<file path="src/rtl/core/cca_pkg.sv">
// ----------------------------------------------------------------------------
// cca_pkg
// Shared types, widths and codes for the constraint color allocator.
// ----------------------------------------------------------------------------
package cca_pkg;

    localparam int BODY_COUNT_DEF  = 1024;
    localparam int COLOR_COUNT_DEF = 32;
    localparam int BODY_IDX_W      = 10;
    localparam int COLOR_W         = 5;
    localparam int LIMIT_W         = 6;
    localparam int MODE_W          = 2;
    localparam int QUEUE_DEPTH     = 2;

    localparam logic [LIMIT_W-1:0] DYN_LIMIT_RESET  = 6'd24;
    localparam logic [LIMIT_W-1:0] STAT_LIMIT_RESET = 6'd8;

    localparam logic [MODE_W-1:0] MODE_JOINT   = 2'd0;
    localparam logic [MODE_W-1:0] MODE_CONTACT = 2'd1;
    localparam logic [MODE_W-1:0] MODE_REMOVE  = 2'd2;

    localparam logic CFG_DYN_LIMIT  = 1'b0;
    localparam logic CFG_STAT_LIMIT = 1'b1;

    typedef enum logic [2:0] {
        OP_JOINT,
        OP_PAIR,
        OP_SINGLE,
        OP_REMOVE,
        OP_OVERFLOW,
        OP_NOP
    } op_t;

    typedef struct packed {
        logic [MODE_W-1:0]     mode;
        logic [BODY_IDX_W-1:0] first_body;
        logic [BODY_IDX_W-1:0] second_body;
        logic                  first_dynamic;
        logic                  second_dynamic;
        logic [COLOR_W-1:0]    removed_color;
        logic                  removed_in_overflow;
    } item_t;

    typedef struct packed {
        logic [COLOR_W-1:0] assigned_color;
        logic               overflowed;
    } result_t;

    typedef struct packed {
        op_t                op;
        logic               first_dynamic;
        logic               second_dynamic;
        logic               same_body;
        logic [COLOR_W-1:0] color;
    } cmd_t;

endpackage

</file>
<file path="src/rtl/core/cca_queue.sv">
// ----------------------------------------------------------------------------
// cca_queue
// Small command queue between the front end and the back end.
// ----------------------------------------------------------------------------
module cca_queue
    import cca_pkg::*;
#(
    parameter int WIDTH = 8,
    parameter int DEPTH = QUEUE_DEPTH
)
(
    input  logic             clk,
    input  logic             rst_n,
    input  logic             push,
    input  logic [WIDTH-1:0] push_data,
    input  logic             pop,
    output logic [WIDTH-1:0] head_data,
    output logic             not_empty,
    output logic             full
);

    localparam int PTR_W = (DEPTH > 1) ? $clog2(DEPTH) : 1;
    localparam int CNT_W = $clog2(DEPTH + 1);

    logic [WIDTH-1:0] entry_reg [DEPTH];
    logic [PTR_W-1:0] wr_ptr_reg;
    logic [PTR_W-1:0] wr_ptr_next;
    logic [PTR_W-1:0] rd_ptr_reg;
    logic [PTR_W-1:0] rd_ptr_next;
    logic [CNT_W-1:0] count_reg;
    logic [CNT_W-1:0] count_next;

    assign head_data = entry_reg[rd_ptr_reg];
    assign not_empty = (count_reg != '0);
    assign full      = (count_reg == CNT_W'(DEPTH));

    always_comb
    begin
        wr_ptr_next = wr_ptr_reg;
        rd_ptr_next = rd_ptr_reg;
        count_next  = count_reg;
        if (push)
        begin
            wr_ptr_next = (wr_ptr_reg == PTR_W'(DEPTH - 1)) ? '0 : wr_ptr_reg + 1'b1;
        end
        if (pop)
        begin
            rd_ptr_next = (rd_ptr_reg == PTR_W'(DEPTH - 1)) ? '0 : rd_ptr_reg + 1'b1;
        end
        if (push && !pop)
        begin
            count_next = count_reg + 1'b1;
        end
        else if (pop && !push)
        begin
            count_next = count_reg - 1'b1;
        end
    end

    always_ff @(posedge clk or negedge rst_n)
    begin
        if (!rst_n)
        begin
            wr_ptr_reg <= '0;
            rd_ptr_reg <= '0;
            count_reg  <= '0;
        end
        else
        begin
            wr_ptr_reg <= wr_ptr_next;
            rd_ptr_reg <= rd_ptr_next;
            count_reg  <= count_next;
        end
    end

    always_ff @(posedge clk)
    begin
        if (push)
        begin
            entry_reg[wr_ptr_reg] <= push_data;
        end
    end

endmodule

</file>
<file path="config.mk">
export PLATFORM = sky130hd
export DESIGN_NAME = cca_queue
export DESIGN_NICKNAME = d
export VERILOG_FILES = /design/src/rtl/core/cca_pkg.sv /design/src/rtl/core/cca_queue.sv
export SDC_FILE = /design/constraint.sdc
export NUM_CORES = 1
export LEC_CHECK = 0
export BUFFER_PORTS_ARGS = -buffer_cell sky130_fd_sc_hd__buf_2
export CORE_UTILIZATION = 44
export CTS_CLUSTER_SIZE = 28
export DETAILED_ROUTE_END_ITERATION = 12
export GPL_TIMING_DRIVEN = 0
export PLACE_DENSITY = 0.72
export SLEW_MARGIN = 20
export SYNTH_ARGS = -nofsm -noshare
export SYNTH_HDL_FRONTEND = slang
export SYNTH_SLANG_ARGS = --single-unit
</file>
<file path="constraint.sdc">
create_clock -name clk -period 1.2 [get_ports clk]
set_input_delay 0.12 -clock clk [delete_from_list [all_inputs] [get_ports clk]]
set_output_delay 0.12 -clock clk [all_outputs]
set_load 0.01 [all_outputs]
</file>
==> flow_metrics.env <==
export IMPL_rrSetupSlack_ps=50
export IMPL_coreArea_um2=1580
export IMPL_drc_errors=0
export IMPL_diodes=0
export IMPL_mappedNetlistArea_um2=773
export IMPL_numCtsBuffers=3
export IMPL_status="finished with violations"
export IMPL_worstHoldPathType="input port to register"
export IMPL_synth_top_cell_area_share=0.621
export IMPL_synth_edff_count=16
export IMPL_ant_nets=0
export IMPL_end_kind="primary output"
export IMPL_grt_pass1_vias=451
export IMPL_fmax_mhz=716
export IMPL_peakVddDrop_mv=1.22
export IMPL_worst_pin_slew_ps=394
export IMPL_hold_path_startpoint="push_data[6]"
export IMPL_fin_crit_ps=1400
export IMPL_htreeDepth=1
export IMPL_num_vias=462
export IMPL_critPathMaxFanout=5
export IMPL_cp_required_ps=1080
export IMPL_avgSynthCellArea_um2=18.9
export IMPL_hold_violations=0
export IMPL_ys_seq_elements=20
export IMPL_rows=14
export IMPL_place_hpwl_um=767
export IMPL_maxCapViolations=0
export IMPL_yosysMostFrequentCell="edfxtp_1"
export IMPL_hold_depth=1
export IMPL_insertion_delay_ps=280
export IMPL_num_fill_cells=105
export IMPL_first_pass_iters=6
export IMPL_rsz0062_at_grt="true"
export IMPL_io_buffers=21
export IMPL_grt_max_degree=12
export IMPL_cts_root_buf="clkbuf_4"
export IMPL_via_per_inst=4.97
export IMPL_clockBufferDepth=2
export IMPL_startpoint_type="register"
export IMPL_fin_crit_sh=1.16
export IMPL_totalWireLength_mm=1.32
export IMPL_ios=22
export IMPL_die_area_um2=1930
export IMPL_fin_skew_ps=0.428
export IMPL_relSlewSlack=0.737
export IMPL_drt_initial_drc_count=8
export IMPL_worstReg2RegStart="wr_ptr_reg$_DFFE_PN0P_"
export IMPL_min_to="entry_reg[0][6]$_DFFE_PP_"
export IMPL_start_util=0.490
export IMPL_setup_viol=8
export IMPL_grt_remaining_overflow=0
export IMPL_netlist_instances=41
export IMPL_gr_usage_all_layers=0.136
export IMPL_synth_common_cells="edfxtp_1 (16), mux2_2 (8), dfrtp_1 (4), xor2_1 (4)"
export IMPL_die_x_um=43.9
export IMPL_place_congestion=0.693
export IMPL_dp_slack_ps=-183
export IMPL_cts_tree="built"
export IMPL_setup_ws_ps=-197
export IMPL_antenna_found_initial=0
export IMPL_clkTransAtPathRegs_ps=100
export IMPL_worst_setup_path_type="register to primary output"
export IMPL_drv_slew=0
export IMPL_synth_area_leaders="edfxtp_1 (62%), dfrtp_1 (13%), mux2_2 (12%), xor2_1 (4.5%), ha_1 (1.6%)"
export IMPL_yosysWarningCount=0
export IMPL_p_per_area_nw_per_um2=2210
export IMPL_drive_gt1_frac=0.532
export IMPL_placedCellCount=78
export IMPL_final_cells=93
export IMPL_syn_nets=54
export IMPL_rr_endpoint="entry_reg[1][6]$_DFFE_PP_"
export IMPL_clock_sinks=20
export IMPL_rr_worst_depth=1
export IMPL_syn2layout_area_growth_pct=45.1
export IMPL_worst_ep_arrival_time_ps=1280
export IMPL_grt_pass1_wl_mm=1.80
export IMPL_power_leakage_nw=0.491
export IMPL_largest_reg_flops=16
export IMPL_fp_dieH_um=43.9
export IMPL_ys_flop_type="edfxtp_1"
export IMPL_async_reset_ff_frac=0.200
export IMPL_ys_seq_area_frac=0.751
export IMPL_violations="setup timing"
export IMPL_wl_per_cell_um=14.2
export IMPL_ys_types=13
export IMPL_fin_nets=91
export IMPL_synth_top_area_cell="edfxtp_1"
cell families after synthesis:
| logic type | Yosys count | share of synthesized area |
|---|---|---|
| buf+inv | 2 | 0.0194 |
| xor+xnor | 5 | 0.0566 |
| fa+ha+maj | 1 | 0.0162 |
| mux | 8 | 0.117 |
| flops | 20 | 0.751 |
| simple gates | 5 | 0.0405 |
cells in the final DEF, fill, tap and decap left out, drive strengths merged:
master and instances:
mux2 8, buf 27, nor2b 1, ha 1, dlygate4sd3 6, or2 1, edfxtp 16, clkbuf 4
and2 1, dfrtp 4, inv 1, nor2 1, and2b 1, xor2 4, xnor2 1
power breakdown:
group          leakage (nW)  internal (mW)  switching [mW]
registers             0.197          0.943          0.0883
logic                 0.279          0.703           0.432
clock network        0.0150          0.129           0.185
repair_timing:
item	in CTS	in global routing
buffers inserted	3	1
endpoints found under the hold margin	4	9
setup endpoints to repair	17	12
pin swaps	0	1
hold buffers	1	5
gates resized for setup	7	15
gates cloned	0	1
critical path: stages (launching register included):
cell     delay [ps]
dfrtp_1         420
buf_6           150
mux2_4          300
buf_6           120
layer usage:
metal | track usage | up-vias | routed length (um)
met3 | 0.0375 | 2 | 51
met1 | 0.124 | 227 | 522
met4 | 0.0727 | 0 | 24
met2 | 0.266 | 15 | 720
li1 | - | 218 | -
met5 | 0 | - | 0
final cells by class:
cell class,instances,area (um2),area share
plain buffers,1,11.3,0.0100
clock buffers,4,26.3,0.0234
inverters,1,3.75,0.00334
multi-input cells,19,218,0.194
flip-flops and latches,20,581,0.517
well taps,16,20.0,0.0178
repair buffers,32,263,0.234
per-stage QoR:
| stage | hold WS, ps | area (um2) | setup TNS [ps] | util | power (mW) |
|---|---|---|---|---|---|
| floorplan | -176 | 773 | 0 | - | 1.48 |
| global placement | -68.2 | 898 | -1350 | 0.570 | 1.69 |
| detailed placement | -68.7 | 898 | -1460 | 0.570 | 1.71 |
| CTS | 6.17 | 993 | -1510 | 0.630 | 2.22 |
| global route | 2.15 | 1120 | -1870 | 0.712 | 2.60 |
| finish | 17.1 | 1120 | -1530 | 0.712 | 2.48 |
worst max-delay path by stage:
stage | to | from | slack (ps) | cells after the start
floorplan | entry_reg[0][0]$_DFFE_PP_ | wr_ptr_reg$_DFFE_PN0P_ | 40 | 1
finish | head_data[5] | rd_ptr_reg$_DFFE_PN0P_ | -200 | 3
global route | head_data[5] | rd_ptr_reg$_DFFE_PN0P_ | -230 | 3
global placement | entry_reg[0][3]$_DFFE_PP_ | wr_ptr_reg$_DFFE_PN0P_ | -170 | 1
detailed placement | entry_reg[0][7]$_DFFE_PP_ | wr_ptr_reg$_DFFE_PN0P_ | -180 | 1
CTS | head_data[5] | rd_ptr_reg$_DFFE_PN0P_ | -200 | 3
(Power assumes the default switching activity.)
