<file path="config.mk">
export PLATFORM = sky130hd
export DESIGN_NAME = cca_front
export DESIGN_NICKNAME = d
export VERILOG_FILES = /design/src/rtl/core/cca_pkg.sv /design/src/rtl/core/cca_front.sv
export SDC_FILE = /design/constraint.sdc
export NUM_CORES = 1
export LEC_CHECK = 0
export BUFFER_PORTS_ARGS = -buffer_cell sky130_fd_sc_hd__buf_4
export CAP_MARGIN = 25
export CORE_MARGIN = 3
export CORE_UTILIZATION = 30
export DETAILED_ROUTE_END_ITERATION = 10
export PLACE_DENSITY = 0.95
export SLEW_MARGIN = 20
export SYNTH_ARGS = -nofsm -noshare
export SYNTH_HDL_FRONTEND = slang
export SYNTH_SLANG_ARGS = --single-unit
</file>
<file path="constraint.sdc">
create_clock -name vclk -period 1.65
set_input_delay 0.33 -clock vclk [all_inputs]
set_output_delay 0.33 -clock vclk [all_outputs]
set_load 0.05 [all_outputs]
</file>
<file path="src/rtl/core/cca_pkg.sv">
// ----------------------------------------------------------------------------
// cca_pkg
// Shared types, widths and codes for the constraint color allocator.
// ----------------------------------------------------------------------------
package cca_pkg;

    localparam int BODY_COUNT_DEF  = 1024;
    localparam int COLOR_COUNT_DEF = 32;
    localparam int BODY_IDX_W      = 10;
    localparam int COLOR_W         = 5;
    localparam int LIMIT_W         = 6;
    localparam int MODE_W          = 2;
    localparam int QUEUE_DEPTH     = 2;

    localparam logic [LIMIT_W-1:0] DYN_LIMIT_RESET  = 6'd24;
    localparam logic [LIMIT_W-1:0] STAT_LIMIT_RESET = 6'd8;

    localparam logic [MODE_W-1:0] MODE_JOINT   = 2'd0;
    localparam logic [MODE_W-1:0] MODE_CONTACT = 2'd1;
    localparam logic [MODE_W-1:0] MODE_REMOVE  = 2'd2;

    localparam logic CFG_DYN_LIMIT  = 1'b0;
    localparam logic CFG_STAT_LIMIT = 1'b1;

    typedef enum logic [2:0] {
        OP_JOINT,
        OP_PAIR,
        OP_SINGLE,
        OP_REMOVE,
        OP_OVERFLOW,
        OP_NOP
    } op_t;

    typedef struct packed {
        logic [MODE_W-1:0]     mode;
        logic [BODY_IDX_W-1:0] first_body;
        logic [BODY_IDX_W-1:0] second_body;
        logic                  first_dynamic;
        logic                  second_dynamic;
        logic [COLOR_W-1:0]    removed_color;
        logic                  removed_in_overflow;
    } item_t;

    typedef struct packed {
        logic [COLOR_W-1:0] assigned_color;
        logic               overflowed;
    } result_t;

    typedef struct packed {
        op_t                op;
        logic               first_dynamic;
        logic               second_dynamic;
        logic               same_body;
        logic [COLOR_W-1:0] color;
    } cmd_t;

endpackage

</file>
<file path="src/rtl/core/cca_front.sv">
// ----------------------------------------------------------------------------
// cca_front
// Input side: maps body indices to slots and classifies each word into a
// command for the back end.
// ----------------------------------------------------------------------------
module cca_front
    import cca_pkg::*;
#(
    parameter int BODY_COUNT  = BODY_COUNT_DEF,
    parameter int COLOR_COUNT = COLOR_COUNT_DEF,
    localparam int ADDR_W     = $clog2(BODY_COUNT)
)
(
    input  logic              item_valid,
    output logic              item_ready,
    input  item_t             item,
    input  logic              queue_full,
    input  logic              clearing,
    output logic              push,
    output cmd_t              cmd,
    output logic [ADDR_W-1:0] slot1,
    output logic [ADDR_W-1:0] slot2
);

    localparam int REM_W = (ADDR_W > BODY_IDX_W) ? ADDR_W : BODY_IDX_W;

    // Reduce an index modulo BODY_COUNT by shifted compare and subtract.
    function automatic logic [ADDR_W-1:0] slot_of(input logic [BODY_IDX_W-1:0] idx);
        logic [REM_W-1:0] rem;
        rem = REM_W'(idx);
        for (int k = BODY_IDX_W - 1; k >= 0; k--)
        begin
            if ((BODY_COUNT << k) < (1 << BODY_IDX_W))
            begin
                if (32'(rem) >= 32'(BODY_COUNT << k))
                begin
                    rem = rem - REM_W'(BODY_COUNT << k);
                end
            end
        end
        return ADDR_W'(rem);
    endfunction

    logic rm_valid;

    assign item_ready = !queue_full && !clearing;
    assign push       = item_valid && item_ready;
    assign slot1      = slot_of(item.first_body);
    assign slot2      = slot_of(item.second_body);

    assign rm_valid = !item.removed_in_overflow
                      && (LIMIT_W'(item.removed_color) < LIMIT_W'(COLOR_COUNT))
                      && (item.first_dynamic || item.second_dynamic);

    always_comb
    begin
        cmd.first_dynamic  = item.first_dynamic;
        cmd.second_dynamic = item.second_dynamic;
        cmd.same_body      = (slot1 == slot2);
        cmd.color          = item.removed_color;
        case (item.mode)
            MODE_JOINT:
            begin
                cmd.op = OP_JOINT;
            end
            MODE_CONTACT:
            begin
                if (item.first_dynamic && item.second_dynamic)
                begin
                    cmd.op = OP_PAIR;
                end
                else if (item.first_dynamic || item.second_dynamic)
                begin
                    cmd.op = OP_SINGLE;
                end
                else
                begin
                    cmd.op = OP_OVERFLOW;
                end
            end
            MODE_REMOVE:
            begin
                cmd.op = rm_valid ? OP_REMOVE : OP_NOP;
            end
            default:
            begin
                cmd.op = OP_NOP;
            end
        endcase
    end

endmodule

</file>
==> results of run 1 <==
-- metrics by stage --
stage          cells  util [%]
5_1_grt          101      61.0
3_5_place_dp     101      57.6
3_3_place_gp     101      57.6
6_report         101      61.0
4_1_cts          101      61.0
2_1_floorplan     54         -
-- worst max-delay path, stage by stage --
cell and delay [ns]:
buf_8 0.08, inv_4 0.03, ha_4 0.14, or4b_4 0.47
o21ai_2 0.08, buf_6 0.17
-- worst min-delay path by stage --
stage,to,cells after the start
finish,cmd[4],0
global route,cmd[4],0
CTS,cmd[1],0
detailed placement,cmd[1],0
global placement,cmd[1],0
floorplan,item_ready,1
-- metal layers --
metal,vias up,wire [um],GRT usage [%]
li1,213,-,-
met1,190,292,9.38
met2,45,587,24.3
met3,2,188,2.54
met4,0,6,0.621
met5,-,0,0
-- final cells by class --
cell class / count / area share [%]
Timing Repair Buffer: 60 / 64.9
Multi-Input combinational cell: 25 / 31.0
Tap cell: 14 / 2.42
Inverter: 2 / 1.73
-- placed cells by master, fill, tap and decap left out, drive strengths merged --
master and count:
or4b 1, buf 60, inv 2, and2 1, o21ai 3, xor2 2, nor4 1, nand2 2
nand4 2, ha 3, nor2 1, a21o 1, xnor2 8
-- cell families after synthesis --
| logic type | synth area share, % |
|---|---|
| adder cells (fa/ha/maj) | 9.26 |
| AO/OA/AOI/OAI | 5.86 |
| AND/OR/NAND/NOR | 11.4 |
| buffers and inverters | 51.9 |
| XOR/XNOR | 21.6 |
-- power by group through the flow --
stage | logic (mW) | clock network [mW] | registers, mW
global route | 0.324 | 0 | 0
CTS | 0.312 | 0 | 0
detailed placement | 0.302 | 0 | 0
floorplan | 0.242 | 0 | 0
finish | 0.310 | 0 | 0
global placement | 0.297 | 0 | 0
-- repair_timing --
item	in CTS	in global routing
buffers inserted	0	0
endpoints found under the setup margin	1	1
pin swaps	2	0
gates resized for setup	12	0
hold endpoints to repair	0	0
==> impl_metrics.yaml, run 1 <==
flow_run:
  drv_cap: 0
setup_path:
  worst-setup-path-type: "in2out"
  start_kind: "input pin"
  critPathCaptureType: "output pin"
  critPathRequiredTime_ns: 1.32
  cp_max_fo: 2
  critPathCapture: "cmd[9]"
  critPathArrivalTime_ns: 1.31
  worstSetupStartpoint: "item[7]"
drt:
  drc: 0
  wl_mm: 1.08
  ant_nets: 0
  drtPass1Iterations: 1
  drt_iter0_markers: 0
  vias: 450
  avgRoutedWirePerCell_um: 10.6
  post_drt_via_cell_ratio: 4.46
placed_design:
  io_buffers: 56
  postPlaceCellArea_um2: 683
  pre_cts_slack_ns: -0.154
  dp_hpwl_mm: 1.01
  routabilityCongestion: 0.710
timing:
  rsz0062_at_grt: "true"
  worst_slack_ns: 0.00505
  worst_pin_slew_ns: 0.187
  fmax_mhz: 608
  hold_viol_final: 0
  final-setup-viol-count: 0
  finalSetupTns_ns: 0
  maxSlewViolCount: 0
  period_needed_ns: 1.64
  whs_ns: 0.660
  period_share_pct: 99.7
  slew_headroom_pct: 87.5
yosys:
  synth_top_area_share_pct: 50.0
  yosysTopAreaCell: "buf_4"
  avgSynthCellArea_um2: 7.51
  seq_area_frac_synth_pct: 0
  netlist_area_um2: 405
  yosysMostFrequentCell: "buf_4"
  yosys_warnings: 0
  synth.area.top_cells: "buf_4, xnor2_1, ha_1"
  synth_nets: 90
  synthCells: 54
  ys_types: 13
  yosys-top-cells-count: "buf_4, xnor2_1, ha_1, o21ai_0"
power:
  ir_drop_v: 0.000182
  power_density_nw_per_um2: 428
  totalPowerFinal_mw: 0.310
  power_frac_clock_pct: 0
  p_seq_share_pct: 0
  p_comb_share_pct: 100.0
  sw_frac_of_total_pct: 60.1
  p_int_mw: 0.124
  p_sw_mw: 0.186
  static-leakage-power_nw: 0.381
layout:
  syn2layout_area_growth_pct: 78.4
  design_area_um2: 723
  seq_area_um2: 0
  multi_input_area_um2: 224
  drive_gt1_share_pct: 78.2
  seq_cells: 0
  clock_buffer_count: 0
  fillers: 98
  final_nets: 125
  antennaDiodeCount: 0
global_route:
  grtUsageTotal_pct: 10.8
  antenna_found_initial: 0
  grt_pass1_wl_mm: 1.67
  grt_start_max_net_pins: 6
  gr-total-overflow: 0
  grt_pass1_vias: 448
die:
  rows: 12
  core_area_um2: 1190
  die_area_um2: 1830
  die_h_um: 42.8
  io_pins: 66
  initial_core_util_pct: 34.2
  fp.dieW_um: 42.8
clock_tree:
  cts_hold_buf: 0
min_path:
  holdCritStartpoint: "item[5]"
  holdCritPathClass: "in2out"
run_status:
  outcome: "finished clean"
Note: power is estimated with default switching activity, not from simulation.
==> run 2: changes to the inputs <==
- ABC_AREA: unset -> 1
- CORE_UTILIZATION: 30 -> 33
==> run 2 against run 1 <==
  * Wire length grew 7.0%
  * Final cell count grew 30%
  * Synthesized cell count grew 61%
  * Hold slack is essentially flat
  * Largest power group unchanged
  * Count of clock-buffer cells in the layout is the same
  * Via count grew 21%
==> impl_metrics.yaml, run 2 <==
run_status:
  outcome: "finished clean"
drt:
  avgRoutedWirePerCell_um: 8.78
  drt_iter0_markers: 1
  post_drt_via_cell_ratio: 4.16
  drtPass1Iterations: 2
  wl_mm: 1.15
  vias: 545
  drc: 0
  ant_nets: 0
clock_tree:
  cts_resized: 0
  cts_setup_buffers: 0
  cts_hold_buf: 0
global_route:
  antenna_found_initial: 0
  grt_pass1_wl_mm: 1.63
  grt_pass1_vias: 479
  grt_start_max_net_pins: 5
  gr-total-overflow: 0
  grtUsageTotal_pct: 10.0
power:
  p_comb_share_pct: 100.0
  sw_frac_of_total_pct: 63.6
  power_frac_clock_pct: 0
  p_sw_mw: 0.189
  p_seq_share_pct: 0
  totalPowerFinal_mw: 0.298
  p_int_mw: 0.108
  power_density_nw_per_um2: 412
  static-leakage-power_nw: 0.482
  ir_drop_v: 0.000155
layout:
  final_nets: 154
  syn2layout_area_growth_pct: 50.1
  layout_common_cells: "buf_4, nand2_1, inv_1"
  seq_area_um2: 0
  seq_cells: 0
  final_common_cell: "buf_4"
  clock_buffer_count: 0
  drive_gt1_share_pct: 49.1
  antennaDiodeCount: 0
  fillers: 135
  multi_input_area_um2: 228
timing:
  worst_pin_slew_ns: 0.139
  finalSetupTns_ns: 0
  fmax_mhz: 680
  rsz0062_at_grt: "false"
  slew_headroom_pct: 90.7
  maxSlewViolCount: 0
  hold_viol_final: 0
  whs_ns: 0.660
  final-setup-viol-count: 0
  period_share_pct: 89.1
  worst_slack_ns: 0.180
  period_needed_ns: 1.47
setup_path:
  start_kind: "input pin"
  critPathCaptureType: "output pin"
  cp_max_fo: 3
  worst-setup-path-type: "in2out"
  critPathArrivalTime_ns: 1.14
  critPathRequiredTime_ns: 1.32
die:
  die_h_um: 44.2
  core_area_um2: 1330
  rows: 13
  fp.dieW_um: 44.2
  die_area_um2: 1950
  io_pins: 66
  initial_core_util_pct: 36.1
yosys:
  synth.area.top_cells: "buf_4, nand2_1, inv_1"
  yosysTopAreaCell: "buf_4"
  netlist_area_um2: 482
  yosysMostFrequentCell: "buf_4"
  yosys-top-cells-count: "buf_4, nand2_1, inv_1"
  synth_top_area_share_pct: 42.1
  avgSynthCellArea_um2: 5.54
  seq_area_frac_synth_pct: 0
  ys_types: 10
  yosys_warnings: 0
  synthCells: 87
  synth_nets: 123
placed_design:
  pre_cts_slack_ns: 0.176
  dp_hpwl_mm: 1.10
  io_buffers: 56
  routabilityCongestion: 0.590
flow_run:
  drv_cap: 0
min_path:
  holdCritPathClass: "in2out"
==> run 2: changes by cell type after synthesis, sizes merged, moves of 2 or more <==
cell,change
nor2,+11
nand4,-2
xnor2,-8
nand3,+2
inv,+13
nand2,+19
==> run 2: path summary, 6_finish.rpt <==
check / start / to / slack (ns) / cells after the start
worst max-delay path: item[6] / cmd[9] / 0.18 / 7
worst min-delay path: item[3] / cmd[2] / 0.66 / 0
==> run 2: cell families (layout without fill, tap and decap cells) <==
kind of cell / Yosys count / after routing / share of synthesized area [%]
buffers and inverters: 42 / 71 / 53.8
and+or+nand+nor: 37 / 37 / 30.9
adders and majority gates: 3 / 3 / 7.79
xor gates and xnor gates: 3 / 3 / 5.46
AOI/OAI and AO/OA: 2 / 2 / 2.08
==> run 2: cell type report <==
cell class,instances,share of cell area (%)
inverter,15,7.79
multi-input combinational,45,31.5
tap,15,2.60
timing repair buffer,56,58.1
==> run 2: metrics by stage <==
step	cell area (um2)	instances	utilization, %
after global routing	723	131	54.2
final	723	131	54.2
after global placement	723	131	54.2
after floorplan	487	87	-
after detailed placement	723	131	54.2
after CTS	723	131	54.2
==> run 2: worst max-delay path, cell delays in order <==
cell,delay (ns)
buf_4,0.09
inv_1,0.05
ha_1,0.18
nor2_1,0.14
nand3b_1,0.09
nand2_1,0.06
buf_4,0.19
==> run 2: power groups by stage <==
| stage | Clock, mW | Sequential [mW] | Combinational (mW) |
|---|---|---|---|
| final | 0 | 0 | 0.298 |
| after global routing | 0 | 0 | 0.316 |
| after CTS | 0 | 0 | 0.301 |
| after detailed placement | 0 | 0 | 0.300 |
| after global placement | 0 | 0 | 0.294 |
| after floorplan | 0 | 0 | 0.245 |
==> run 2: per-layer routing <==
metal	global-route usage, %	vias up	share of wire [%]
met4	0.602	0	0
met2	22.1	40	51
met3	3.25	0	21
li1	-	285	-
met1	8.67	220	28
met5	0	-	0
==> run 3: changes to the inputs <==
- CORE_UTILIZATION: 33 -> 29
- PLACE_DENSITY: 0.95 -> 0.92
- clock period: 1.65 -> 1.18 ns (I/O delays scaled with it)
==> run 3 against run 2 <==
  * First-iteration DRC count rose by 100%
  * Wire length rose by 25%
  * Largest cell class unchanged
  * Flip-flop and latch count did not move
  * Critical path depth did not move
  * Critical path type unchanged
  * The flow now finishes with violations (setup timing)
==> impl_metrics.yaml, run 3 (synthesis results as in run 2) <==
run_status:
  outcome: "finished with violations"
  violations: "setup timing"
setup_path:
  cp_slowest_cell: "ha_4"
  critPathRequiredTime_ns: 0.94
  start_kind: "input pin"
  crit_top_cell: "buf_8"
  worst-setup-path-type: "in2out"
  crit_family: "simple AND/OR/NAND/NOR gates"
  crit_chain: "buf_8 -> inv_4 -> ha_4 -> nor2_4 -> nand3b_1 -> nand2_2 -> buf_8"
  cp_num_buf_inv: 3
  critPathCaptureType: "output pin"
  crit_path_max_incr_delay_ns: 0.16
  critPathArrivalTime_ns: 0.96
  cp_max_fo: 2
global_route:
  antenna_found_initial: 0
  grt_start_max_net_pins: 5
  grt_pass1_wl_mm: 2.03
  grt_pass1_vias: 570
  grtUsageTotal_pct: 12.2
  gr-total-overflow: 0
flow_run:
  drv_cap: 0
layout:
  seq_area_um2: 0
  clock_buffer_count: 0
  final_common_cell: "buf_4"
  final_nets: 156
  syn2layout_area_growth_pct: 82.6
  antennaDiodeCount: 0
  layout_common_cells: "buf_4, nand2_1, inv_1"
  finalNonFillerCells: 134
  fillers: 144
  seq_cells: 0
  drive_gt1_share_pct: 63.6
die:
  rows: 14
  core_area_um2: 1540
  die_area_um2: 2190
  fp.dieW_um: 46.8
  initial_core_util_pct: 31.3
  io_pins: 66
  die_h_um: 46.8
power:
  power_density_nw_per_um2: 544
  static-leakage-power_nw: 0.515
  ir_drop_v: 0.000324
timing:
  rsz0062_at_grt: "true"
  period_share_pct: 102
  maxSlewViolCount: 0
  fmax_mhz: 834
  period_needed_ns: 1.20
  hold_viol_final: 0
  final-setup-viol-count: 2
  worst_slack_ns: -0.0196
  worst_pin_slew_ns: 0.157
  slew_headroom_pct: 89.4
placed_design:
  routabilityCongestion: 0.616
  pre_cts_slack_ns: -0.146
  io_buffers: 56
  dp_hpwl_mm: 1.22
  dp.cells: 134
drt:
  post_drt_via_cell_ratio: 4.42
  drc: 0
  wl_mm: 1.44
  drt_iter0_markers: 2
  drtPass1Iterations: 3
  ant_nets: 0
  avgRoutedWirePerCell_um: 10.8
  vias: 592
clock_tree:
  cts_setup_buffers: 0
  cts_hold_buf: 0
min_path:
  holdCritPathClass: "in2out"
-- run 3: cell types whose count changed in the layout (fill, tap and decap cells not counted), moves of 2 or more --
cell / previous run / this run
inv_4: 0 / 2
nand2_2: 0 / 3
inv_1: 15 / 12
buf_6: 0 / 10
buf_8: 0 / 4
nor2_1: 12 / 5
nor2_4: 0 / 4
nand3_1: 2 / 0
nor2_2: 0 / 3
buf_4: 56 / 44
nand2_1: 21 / 18
nand3_2: 0 / 2
-- run 3: routing by layer --
| layer | share of wire (%) | track usage [%] | vias up |
|---|---|---|---|
| li1 | - | - | 291 |
| met1 | 28 | 11.6 | 253 |
| met2 | 52 | 25.5 | 46 |
| met3 | 18 | 3.45 | 2 |
| met4 | 1.7 | 2.21 | 0 |
| met5 | 0 | 0 | - |
-- run 3: where the power goes --
group	internal, mW	switching (mW)	total [mW]	leakage, nW
registers	0	0	0	0
logic	0.188	0.291	0.478	0.515
clock network	0	0	0	0
-- run 3: final timing paths --
path	startpoint	endpoint	slack (ns)	cells past startpoint
max	item[7]	cmd[9]	-0.02	7
min	item[3]	cmd[2]	0.47	0
-- run 3: what timing repair did --
| action | in CTS | in global routing |
|---|---|---|
| hold endpoints to repair | 0 | 0 |
| pin swaps | 13 | 14 |
| gates resized for setup | 21 | 18 |
| setup endpoints to repair | 3 | 4 |
-- run 3: final cells by class --
type               count  area (um2)  share of cell area (%)
well taps             16        20.0                    2.28
repair buffers        58         503                    57.2
multi-input cells     45         295                    33.6
inverters             15        61.3                    6.97
-- run 3: per-stage QoR --
stage / hold WS, ns / utilization [%] / cell area [um2] / power, mW / setup TNS (ns)
detailed placement: 0.472 / 48.6 / 749 / 0.429 / -0.254
global route: 0.472 / 57.1 / 880 / 0.510 / -0.169
global placement: 0.472 / 48.6 / 749 / 0.419 / -0.133
floorplan: 0.573 / - / 497 / 0.346 / -0.238
finish: 0.472 / 57.1 / 880 / 0.478 / -0.0277
CTS: 0.472 / 53.2 / 820 / 0.458 / -0.0557
